File: config.mk
export PLATFORM = sky130hd
export DESIGN_NAME = segment_gradient_normalizer
export DESIGN_NICKNAME = d
export VERILOG_FILES = /design/src/hw/rtl/sgn_pkg.sv /design/src/hw/rtl/sgn_div.sv /design/src/hw/rtl/sgn_norm.sv /design/src/hw/rtl/segment_gradient_normalizer.sv
export VERILOG_INCLUDE_DIRS = /design/src /design/src/hw/rtl
export SDC_FILE = /design/constraint.sdc
export NUM_CORES = 1
export LEC_CHECK = 0
export BUFFER_PORTS_ARGS = -buffer_cell sky130_fd_sc_hd__buf_2
export CORE_MARGIN = 2
export CORE_UTILIZATION = 25
export CTS_BUF_LIST = sky130_fd_sc_hd__clkbuf_4
export CTS_CLUSTER_SIZE = 25
export DETAILED_ROUTE_END_ITERATION = 16
export PLACE_DENSITY = 0.37
export SKIP_LAST_GASP = 1
export SYNTH_ARGS = -nofsm -noshare
export SYNTH_HDL_FRONTEND = slang
export SYNTH_HIERARCHICAL = 1
export SYNTH_SLANG_ARGS = --single-unit
export TNS_END_PERCENT = 1
File: constraint.sdc
create_clock -name aclk -period 6.15 [get_ports aclk]
set_input_delay 0.9225 -clock aclk [delete_from_list [all_inputs] [get_ports aclk]]
set_output_delay 0.9225 -clock aclk [all_outputs]
set_load 0.03 [all_outputs]
File: src/hw/rtl/assert_macros.svh
// Assertion helpers shared by the RTL files.
`ifndef ASSERT_MACROS_SVH
`define ASSERT_MACROS_SVH

// Generic form: explicit clock and active-low reset.
`define SGN_ASSERT(label, clk, rstn, prop, msg) \
    label: assert property (@(posedge clk) disable iff (!rstn) prop) else $error(msg);

// Block clock and reset.
`define SGN_ASSERT_CLK(label, prop, msg) \
    `SGN_ASSERT(label, aclk, aresetn, prop, msg)

`endif

File: src/hw/rtl/sgn_pkg.sv
package sgn_pkg;

    localparam int GAIN_W    = 13;                 // gain field width
    localparam int FRAC_BITS = 16;                 // fraction bits of the quotient
    localparam int QUOT_W    = GAIN_W + FRAC_BITS; // unsigned quotient width
    localparam int MANT_W    = 27;                 // slope_mantissa width
    localparam int SHIFT_W   = 4;                  // slope_shift width

    typedef enum logic [2:0] {
        ST_IDLE,
        ST_PREP,
        ST_DIV,
        ST_NORM,
        ST_OUT
    } sgn_state_t;

    typedef enum logic [1:0] {
        N_IDLE,
        N_ALIGN,
        N_FIT
    } norm_state_t;

    typedef struct packed {
        logic start;
        logic neg;
    } norm_req_t;

    typedef struct packed {
        logic                 done;
        logic [MANT_W-1:0]    mant;
        logic [SHIFT_W-1:0]   shift;
    } norm_rsp_t;

endpackage

File: src/hw/rtl/sgn_div.sv
`include "assert_macros.svh"

// Restoring divider, one quotient bit per cycle, MSB first.
// Quotient = floor(dend * 2^FRC_W / dvsr), dvsr must be nonzero.
module sgn_div #(
    parameter int DEND_W = 13,
    parameter int FRC_W  = 16,
    parameter int DV_W   = 14
) (
    input  logic                     aclk,
    input  logic                     aresetn,
    input  logic                     start,
    input  logic [DEND_W-1:0]        dend,
    input  logic [DV_W-1:0]          dvsr,
    output logic                     done,
    output logic [DEND_W+FRC_W-1:0]  quot
);

    localparam int Q_W   = DEND_W + FRC_W;
    localparam int CNT_W = $clog2(Q_W + 1);

    logic [Q_W-1:0]   work_reg, work_next;
    logic [DV_W-1:0]  rem_reg, rem_next;
    logic [DV_W-1:0]  dvsr_reg, dvsr_next;
    logic [CNT_W-1:0] cnt_reg, cnt_next;
    logic             busy_reg, busy_next;
    logic             done_reg, done_next;

    logic [DV_W:0]    rem_sh;
    logic [DV_W:0]    diff;
    logic             ge;

    always_comb begin
        rem_sh = {rem_reg, work_reg[Q_W-1]};
        diff   = rem_sh - {1'b0, dvsr_reg};
        ge     = (rem_sh >= {1'b0, dvsr_reg});
    end

    always_comb begin
        work_next = work_reg;
        rem_next  = rem_reg;
        dvsr_next = dvsr_reg;
        cnt_next  = cnt_reg;
        busy_next = busy_reg;
        done_next = 1'b0;
        if (start) begin
            // load dividend with the fraction zeros appended
            work_next = {dend, {FRC_W{1'b0}}};
            rem_next  = '0;
            dvsr_next = dvsr;
            cnt_next  = CNT_W'(Q_W);
            busy_next = 1'b1;
        end else if (busy_reg) begin
            work_next = {work_reg[Q_W-2:0], ge};
            rem_next  = ge ? diff[DV_W-1:0] : rem_sh[DV_W-1:0];
            cnt_next  = cnt_reg - CNT_W'(1);
            if (cnt_reg == CNT_W'(1)) begin
                busy_next = 1'b0;
                done_next = 1'b1;
            end
        end
    end

    always_ff @(posedge aclk) begin
        if (!aresetn) begin
            busy_reg <= 1'b0;
            done_reg <= 1'b0;
            cnt_reg  <= '0;
        end else begin
            busy_reg <= busy_next;
            done_reg <= done_next;
            cnt_reg  <= cnt_next;
        end
    end

    always_ff @(posedge aclk) begin
        work_reg <= work_next;
        rem_reg  <= rem_next;
        dvsr_reg <= dvsr_next;
    end

    assign done = done_reg;
    assign quot = work_reg;

    `SGN_ASSERT_CLK(a_div_rem_below_dvsr, busy_reg |-> (rem_reg < dvsr_reg), "divider remainder not below divisor")

endmodule

File: src/hw/rtl/sgn_norm.sv
`include "assert_macros.svh"

// Serial shift search: align the quotient to COEF_BITS fraction bits, then
// shift right one bit a cycle until the slope fits below 2^COEF_BITS.
module sgn_norm #(
    parameter int COEF_BITS = 13
) (
    input  logic                        aclk,
    input  logic                        aresetn,
    input  sgn_pkg::norm_req_t          req,
    input  logic [sgn_pkg::QUOT_W-1:0]  quot,
    output sgn_pkg::norm_rsp_t          rsp
);

    localparam int Q_W     = sgn_pkg::QUOT_W;
    localparam int MANT_W  = sgn_pkg::MANT_W;
    localparam int SHIFT_W = sgn_pkg::SHIFT_W;
    localparam int ALIGN   = sgn_pkg::FRAC_BITS - COEF_BITS;
    localparam int K_W     = $clog2(ALIGN + 2);
    localparam int S_W     = $clog2(COEF_BITS + 1);
    localparam logic [Q_W-1:0] LIM = Q_W'((64'd1 << COEF_BITS) - 64'd1);

    sgn_pkg::norm_state_t state_reg, state_next;

    logic [Q_W-1:0]     t_reg, t_next;
    logic               sticky_reg, sticky_next;
    logic               neg_reg, neg_next;
    logic [K_W-1:0]     k_reg, k_next;
    logic [S_W-1:0]     s_reg, s_next;
    logic [MANT_W-1:0]  mant_reg, mant_next;
    logic [SHIFT_W-1:0] shift_out_reg, shift_out_next;
    logic               done_reg, done_next;

    logic               over;
    logic [Q_W:0]       neg_val;

    always_comb begin
        over    = (t_reg[Q_W-1:COEF_BITS] != '0);
        neg_val = '0 - ({1'b0, t_reg} + {{Q_W{1'b0}}, sticky_reg});
    end

    always_comb begin
        state_next = state_reg;
        unique case (state_reg)
            sgn_pkg::N_IDLE:  if (req.start) state_next = sgn_pkg::N_ALIGN;
            sgn_pkg::N_ALIGN: if (k_reg == '0) state_next = sgn_pkg::N_FIT;
            sgn_pkg::N_FIT: begin
                if (neg_reg || !over || s_reg == '0) state_next = sgn_pkg::N_IDLE;
            end
            default:          state_next = sgn_pkg::N_IDLE;
        endcase
    end

    always_comb begin
        t_next         = t_reg;
        sticky_next    = sticky_reg;
        neg_next       = neg_reg;
        k_next         = k_reg;
        s_next         = s_reg;
        mant_next      = mant_reg;
        shift_out_next = shift_out_reg;
        done_next      = 1'b0;
        unique case (state_reg)
            sgn_pkg::N_IDLE: begin
                if (req.start) begin
                    t_next      = quot;
                    sticky_next = 1'b0;
                    neg_next    = req.neg;
                    k_next      = K_W'(ALIGN);
                    s_next      = S_W'(COEF_BITS);
                end
            end
            sgn_pkg::N_ALIGN: begin
                // drop the fraction bits below COEF_BITS, keep a sticky bit
                if (k_reg != '0) begin
                    t_next      = {1'b0, t_reg[Q_W-1:1]};
                    sticky_next = sticky_reg | t_reg[0];
                    k_next      = k_reg - K_W'(1);
                end
            end
            sgn_pkg::N_FIT: begin
                if (neg_reg) begin
                    // floor of a negative value: negate the rounded-up magnitude
                    mant_next      = neg_val[MANT_W-1:0];
                    shift_out_next = SHIFT_W'(s_reg);
                    done_next      = 1'b1;
                end else if (!over) begin
                    mant_next      = t_reg[MANT_W-1:0];
                    shift_out_next = SHIFT_W'(s_reg);
                    done_next      = 1'b1;
                end else if (s_reg == '0) begin
                    // nothing fits: saturate
                    mant_next      = LIM[MANT_W-1:0];
                    shift_out_next = '0;
                    done_next      = 1'b1;
                end else begin
                    t_next = {1'b0, t_reg[Q_W-1:1]};
                    s_next = s_reg - S_W'(1);
                end
            end
            default: ;
        endcase
    end

    always_ff @(posedge aclk) begin
        if (!aresetn) begin
            state_reg <= sgn_pkg::N_IDLE;
            done_reg  <= 1'b0;
        end else begin
            state_reg <= state_next;
            done_reg  <= done_next;
        end
    end

    always_ff @(posedge aclk) begin
        t_reg         <= t_next;
        sticky_reg    <= sticky_next;
        neg_reg       <= neg_next;
        k_reg         <= k_next;
        s_reg         <= s_next;
        mant_reg      <= mant_next;
        shift_out_reg <= shift_out_next;
    end

    assign rsp.done  = done_reg;
    assign rsp.mant  = mant_reg;
    assign rsp.shift = shift_out_reg;

    `SGN_ASSERT_CLK(a_norm_pos_fits, (done_reg && !neg_reg) |-> (mant_reg[MANT_W-1] == 1'b0), "positive slope came out negative")

endmodule

File: src/hw/rtl/segment_gradient_normalizer.sv
// Segment gradient normalizer: takes one tone-curve segment (gain and
// position at both ends) on the s_ stream and returns its slope as a signed
// mantissa plus a left-shift count on the m_ stream. The slope is
// dy/dx with 16 fraction bits, floored, then scaled by the largest shift
// 0..COEF_BITS that keeps it at or below 2^COEF_BITS-1; negative slopes
// always take shift COEF_BITS, and a zero-length segment returns status 1
// with zero mantissa and shift. One segment is in work at a time. A segment
// goes through the prep state, the bit-serial divider (one quotient bit a
// cycle), alignment and shift search in the normalizer, and the handoff
// steps (normalizer done, output load, idle). The result becomes valid in
// the same cycle as the block becomes ready for the next segment. A
// zero-length segment skips the divider and the normalizer. Output stalls
// hold a finished segment in the output state. The divider's bit-serial
// loop is the longest step. A finished result sits in the output register
// while the next segment is accepted.
module segment_gradient_normalizer #(
    parameter int COEF_BITS = 13,
    parameter int POS_BITS  = 14
) (
    input  logic                  aclk,
    input  logic                  aresetn,
    // input words
    input  logic                  s_tvalid,
    output logic                  s_tready,
    // {pad, pos_end, pos_start, gain_end, gain_start} from bit 0 up:
    // gain_start, gain_end, pos_start, pos_end, zero pad
    input  logic [((2*sgn_pkg::GAIN_W+2*POS_BITS+7)/8)*8-1:0] s_tdata,
    // result words
    output logic                  m_tvalid,
    input  logic                  m_tready,
    // from bit 0 up: slope_mantissa, slope_shift, zero pad
    output logic [((sgn_pkg::MANT_W+sgn_pkg::SHIFT_W+7)/8)*8-1:0] m_tdata,
    // status: 0 ok, 1 zero-length segment
    output logic                  m_tuser
);

    localparam int GAIN_W  = sgn_pkg::GAIN_W;
    localparam int MANT_W  = sgn_pkg::MANT_W;
    localparam int SHIFT_W = sgn_pkg::SHIFT_W;
    localparam int M_DATA_W = ((MANT_W + SHIFT_W + 7) / 8) * 8;

    sgn_pkg::sgn_state_t state_reg, state_next;

    // captured segment
    logic [GAIN_W-1:0]   gain_start_reg, gain_start_next;
    logic [GAIN_W-1:0]   gain_end_reg, gain_end_next;
    logic [POS_BITS-1:0] pos_start_reg, pos_start_next;
    logic [POS_BITS-1:0] pos_end_reg, pos_end_next;
    logic                neg_reg, neg_next;
    logic                zero_reg, zero_next;

    // output register
    logic                m_tvalid_reg, m_tvalid_next;
    logic [MANT_W-1:0]   mant_out_reg, mant_out_next;
    logic [SHIFT_W-1:0]  shift_out_reg, shift_out_next;
    logic                status_out_reg, status_out_next;

    logic signed [GAIN_W:0]   dy;
    logic signed [POS_BITS:0] dx;
    logic [GAIN_W-1:0]        dy_mag;
    logic [POS_BITS-1:0]      dx_mag;

    logic                     in_accept;
    logic                     out_load;
    logic                     div_start;
    logic                     div_done;
    logic [sgn_pkg::QUOT_W-1:0] quot;
    sgn_pkg::norm_req_t       norm_req;
    sgn_pkg::norm_rsp_t       norm_rsp;

    assign in_accept = s_tvalid && s_tready;

    // signed differences and their magnitudes from the captured segment
    always_comb begin
        dy     = $signed({1'b0, gain_end_reg}) - $signed({1'b0, gain_start_reg});
        dx     = $signed({1'b0, pos_end_reg}) - $signed({1'b0, pos_start_reg});
        dy_mag = dy[GAIN_W] ? GAIN_W'(-dy) : dy[GAIN_W-1:0];
        dx_mag = dx[POS_BITS] ? POS_BITS'(-dx) : dx[POS_BITS-1:0];
    end

    // next state
    always_comb begin
        state_next = state_reg;
        unique case (state_reg)
            sgn_pkg::ST_IDLE: if (in_accept) state_next = sgn_pkg::ST_PREP;
            sgn_pkg::ST_PREP: begin
                // skip the datapath for a zero-length segment
                state_next = (dx_mag == '0) ? sgn_pkg::ST_OUT : sgn_pkg::ST_DIV;
            end
            sgn_pkg::ST_DIV:  if (div_done) state_next = sgn_pkg::ST_NORM;
            sgn_pkg::ST_NORM: if (norm_rsp.done) state_next = sgn_pkg::ST_OUT;
            sgn_pkg::ST_OUT:  if (out_load) state_next = sgn_pkg::ST_IDLE;
            default:          state_next = sgn_pkg::ST_IDLE;
        endcase
    end

    // control outputs
    always_comb begin
        s_tready       = (state_reg == sgn_pkg::ST_IDLE);
        div_start      = (state_reg == sgn_pkg::ST_PREP) && (dx_mag != '0);
        norm_req.start = (state_reg == sgn_pkg::ST_DIV) && div_done;
        norm_req.neg   = neg_reg;
        out_load       = (state_reg == sgn_pkg::ST_OUT) && (!m_tvalid_reg || m_tready);
    end

    // datapath registers
    always_comb begin
        gain_start_next = gain_start_reg;
        gain_end_next   = gain_end_reg;
        pos_start_next  = pos_start_reg;
        pos_end_next    = pos_end_reg;
        neg_next        = neg_reg;
        zero_next       = zero_reg;
        mant_out_next   = mant_out_reg;
        shift_out_next  = shift_out_reg;
        status_out_next = status_out_reg;

        if (in_accept) begin
            gain_start_next = s_tdata[GAIN_W-1:0];
            gain_end_next   = s_tdata[2*GAIN_W-1:GAIN_W];
            pos_start_next  = s_tdata[2*GAIN_W+POS_BITS-1:2*GAIN_W];
            pos_end_next    = s_tdata[2*GAIN_W+2*POS_BITS-1:2*GAIN_W+POS_BITS];
        end
        if (state_reg == sgn_pkg::ST_PREP) begin
            neg_next  = dy[GAIN_W] ^ dx[POS_BITS];
            zero_next = (dx_mag == '0);
        end
        if (out_load) begin
            if (zero_reg) begin
                mant_out_next   = '0;
                shift_out_next  = '0;
                status_out_next = 1'b1;
            end else begin
                mant_out_next   = norm_rsp.mant;
                shift_out_next  = norm_rsp.shift;
                status_out_next = 1'b0;
            end
        end
    end

    // hold the result until taken, drop valid on the handshake
    always_comb begin
        if (out_load) begin
            m_tvalid_next = 1'b1;
        end else if (m_tready) begin
            m_tvalid_next = 1'b0;
        end else begin
            m_tvalid_next = m_tvalid_reg;
        end
    end

    always_ff @(posedge aclk) begin
        if (!aresetn) begin
            state_reg    <= sgn_pkg::ST_IDLE;
            m_tvalid_reg <= 1'b0;
        end else begin
            state_reg    <= state_next;
            m_tvalid_reg <= m_tvalid_next;
        end
    end

    always_ff @(posedge aclk) begin
        gain_start_reg <= gain_start_next;
        gain_end_reg   <= gain_end_next;
        pos_start_reg  <= pos_start_next;
        pos_end_reg    <= pos_end_next;
        neg_reg        <= neg_next;
        zero_reg       <= zero_next;
        mant_out_reg   <= mant_out_next;
        shift_out_reg  <= shift_out_next;
        status_out_reg <= status_out_next;
    end

    sgn_div #(
        .DEND_W (GAIN_W),
        .FRC_W  (sgn_pkg::FRAC_BITS),
        .DV_W   (POS_BITS)
    ) u_div (
        .aclk    (aclk),
        .aresetn (aresetn),
        .start   (div_start),
        .dend    (dy_mag),
        .dvsr    (dx_mag),
        .done    (div_done),
        .quot    (quot)
    );

    sgn_norm #(
        .COEF_BITS (COEF_BITS)
    ) u_norm (
        .aclk    (aclk),
        .aresetn (aresetn),
        .req     (norm_req),
        .quot    (quot),
        .rsp     (norm_rsp)
    );

    assign m_tvalid = m_tvalid_reg;
    assign m_tdata  = M_DATA_W'({shift_out_reg, mant_out_reg});
    assign m_tuser  = status_out_reg;

    `SGN_ASSERT_CLK(a_valid_from_out, $rose(m_tvalid_reg) |-> $past(state_reg == sgn_pkg::ST_OUT), "result raised outside the output state")
    `SGN_ASSERT_CLK(a_div_done_in_div, div_done |-> (state_reg == sgn_pkg::ST_DIV), "divider finished while not awaited")
    `SGN_ASSERT_CLK(a_norm_done_in_norm, norm_rsp.done |-> (state_reg == sgn_pkg::ST_NORM), "normalizer finished while not awaited")

endmodule

==> flow_summary_export.csv <==
group,metric,value,unit
logic_synthesis,synth-edff-count,184,
route,drc,0,
sta,slew_headroom,25.1,%
logic_synthesis,async_flop_share,0,%
grt,busiest_layer,"met2",
logic_synthesis,synth_seq_area_share,48.1,%
power_and_ir_drop,p_leak,6.12,nW
sta,clock-skew-final,0.0268,ns
grt,antenna_found_initial,2,
clock_network,path_clk_slew,0.06,ns
route,via_per_inst,4.44,
floorplan,io_pins,95,
placed_design,dp_cells,1995,
worst_setup_path,cp.required,6.82,ns
floorplan,core,52700,um^2
logic_synthesis,synth_area_per_cell,10.7,um^2
floorplan,fp.dieH,235,um
logic_synthesis,synth_flop_cell,"edfxtp_1",
sta,post-route-period-util,81.1,%
sta,grt_setup_unrepaired,"false",
logic_synthesis,synth_seq_cells,228,
worst_setup_path,worstSetupPathType,"reg2reg",
sta,clock.fmax,201,MHz
clock_network,clock_latency,0.77,ns
route,first_iter_violations,312,
floorplan,start_util,25.3,%
logic_synthesis,syn_nets,1396,
cells_and_area,mostFrequentLayoutCell,"edfxtp_1",
grt,grt_pass1_wl,50.0,mm
power_and_ir_drop,power.density,333,nW/um^2
grt,grt_max_degree,55,
run,drv_cap,0,
clock_network,ctsLongestPathBuffers,3,
power_and_ir_drop,ir_worst_vdd,0.000136,V
clock_network,cts_buffers,70,
sta,min_period,4.99,ns
clock_network,postCtsSetupRepairBufs,0,
grt,grtUsageMet2,17.8,%
route,vias,9452,
cells_and_area,instances_no_fill,2127,
worst_setup_path,endpoint_kind,"flip-flop",
logic_synthesis,syn_inst,1244,
route,drtAntennaViolNets,0,
placed_design,dpl.hpwl,22.8,mm
grt,first_global_vias,9666,
worst_hold_path,min_path_type,"in2reg",
floorplan,die-width,235,um
clock_network,cts_tree,"built",
placed_design,gp_congestion,0.808,
worst_setup_path,critPathMaxStageDelay,0.84,ns
sta,totalNegativeSetupSlack,0,ns
clock_network,ctsResizeCount,0,
placed_design,io_buffers,91,
power_and_ir_drop,power,5.17,mW
worst_setup_path,path_cells,"inv_1 > ha_1 > inv_1 > fa_1 > a21oi_1 > o211ai_1 > a21oi_1 > o21ai_1 > a31o_1 > o32a_1 > a2111o_1 > nor3_2 > nor2b_4 > nor2b_1 > o21ai_0 > o21ai_0",
sta,holdWs,0.325,ns
grt,use_met3,3.24,%
cells_and_area,nFillCells,5588,
route,totalWireLength,30.6,mm
run_status,run_status,"completed",
sta,final_hold_viol_count,0,
sta,maxSlewViolCount,0,
clock_network,cts_num_sinks,228,
worst_setup_path,arrival,5.66,ns
clock_network,clock-root-buffer,"clkbuf_4",
worst_setup_path,cp_max_fo,20,
sta,worstMarginPinSlew,1.12,ns
clock_network,htree_levels,3,
floorplan,dieArea,55100,um^2
floorplan,core.rowCount,84,
cells_and_area,layout_common_cells,"184 x edfxtp_1, 113 x inv_1, 105 x clkbuf_4, 97 x nand2_1, 91 x buf_2",
clock_network,cts_hold_buf,0,
cells_and_area,utilization,29.5,%
sta,setup_viol,0,
worst_setup_path,startpoint_type,"flip-flop",
route,wl_per_cell,14.4,um
logic_synthesis,syn_area,13300,um^2
worst_setup_path,slowest_stage,"nor2b_1",
grt,grt.overflow.total,0,
cells_and_area,area_delta_synth_final,16.5,%
cells_and_area,layout.nets,1531,
logic_synthesis,synth.distinct_cells,99,
logic_synthesis,yosysWarningCount,6,
grt,track_usage,11.2,%
grt,gr-usage-met1,14.1,%
route,drt_pass1_iterations,5,
cells_and_area,final_layout_size_suffix_gt1_share,19.5,%
## synthesized netlist by cell type, types with 4 or more instances
master / number / area, um^2
o31ai_1: 10 / 75.1
nand2_1: 97 / 364
o311ai_1: 4 / 35.0
a31oi_1: 13 / 81.3
or2_2: 4 / 25.0
a21o_1: 12 / 90.1
a22o_1: 11 / 96.3
nor2_1: 86 / 323
o21ai_0: 31 / 155
nor3b_1: 4 / 30.0
a2bb2oi_1: 4 / 35.0
xnor2_1: 52 / 455
inv_1: 113 / 424
buf_2: 6 / 30.0
a21oi_1: 49 / 245
buf_6: 5 / 56.3
nor4_1: 5 / 31.3
edfxtp_1: 184 / 5530
and2_1: 5 / 31.3
a211oi_1: 11 / 82.6
dfxtp_1: 44 / 881
nand3_1: 25 / 125
or4b_1: 5 / 50.1
o21bai_1: 5 / 37.5
xor2_1: 23 / 201
nor2b_1: 49 / 307
a22oi_1: 11 / 82.6
nor3_1: 27 / 135
buf_1: 5 / 18.8
mux2_2: 31 / 349
o21a_1: 5 / 37.5
clkbuf_1: 22 / 82.6
nand4_1: 9 / 56.3
nand2b_1: 23 / 144
o211a_1: 5 / 50.1
ha_1: 89 / 1110
and3_1: 7 / 43.8
mux2i_1: 33 / 330
o21ai_1: 21 / 105
o211ai_1: 8 / 60.1
## worst max-delay path, delay by kind of cell, from the launching register on
family | cells | cell delay [ns]
flip-flops | 1 | 0.35
adder cells (fa/ha/maj) | 2 | 0.63
AND/OR/NAND/NOR | 3 | 1.28
AO/OA/AOI/OAI | 9 | 2.50
buffers and inverters | 2 | 0.12
## final timing paths
check	startpoint	to	slack (ns)	cells after the start
worst min register to register	neg_reg	u_norm/neg_reg	0.47	0
worst min-delay path	s_tdata[35]	pos_start_reg[9]	0.32	1
worst max-delay path	pos_end_reg[0]	u_div/rem_reg[11]	1.16	16
worst max register to register	pos_end_reg[0]	u_div/rem_reg[11]	1.16	16
## logic make-up after synthesis
| group | synth area share [%] |
|---|---|
| compound gates | 13.8 |
| xor+xnor | 5.18 |
| fa+ha+maj | 8.82 |
| buf+inv | 4.74 |
| flops | 48.1 |
| mux | 5.10 |
| other cells | 0.0282 |
| simple gates | 14.2 |
## per-layer routing
| layer | vias to the layer above | routed length (um) |
|---|---|---|
| li1 | 4835 | - |
| met1 | 4357 | 14300 |
| met2 | 191 | 14100 |
| met3 | 69 | 1420 |
| met4 | 0 | 828 |
| met5 | - | 0 |
## metrics by stage
step	setup WS [ns]	cell area, um^2
after floorplan	0.959	13300
after global placement	1.10	14600
after detailed placement	1.09	14600
after CTS	1.05	15500
after global routing	0.547	15500
final	1.16	15500
## power by group
group / internal, mW / switching (mW)
registers: 1.87 / 0.100
clock network: 0.903 / 0.679
logic: 0.674 / 0.944
total: 3.44 / 1.72
## cell type report
cell class	count	area [um^2]	area share, %
Sequential cell	228	6410	41.3
Tap cell	688	861	5.55
Antenna cell	6	15.0	0.0968
Clock inverter	21	159	1.02
Inverter	114	428	2.76
Clock buffer	105	788	5.08
Timing Repair Buffer	103	546	3.52
Multi-Input combinational cell	862	6310	40.7
Note: power is estimated with default switching activity, not from simulation.
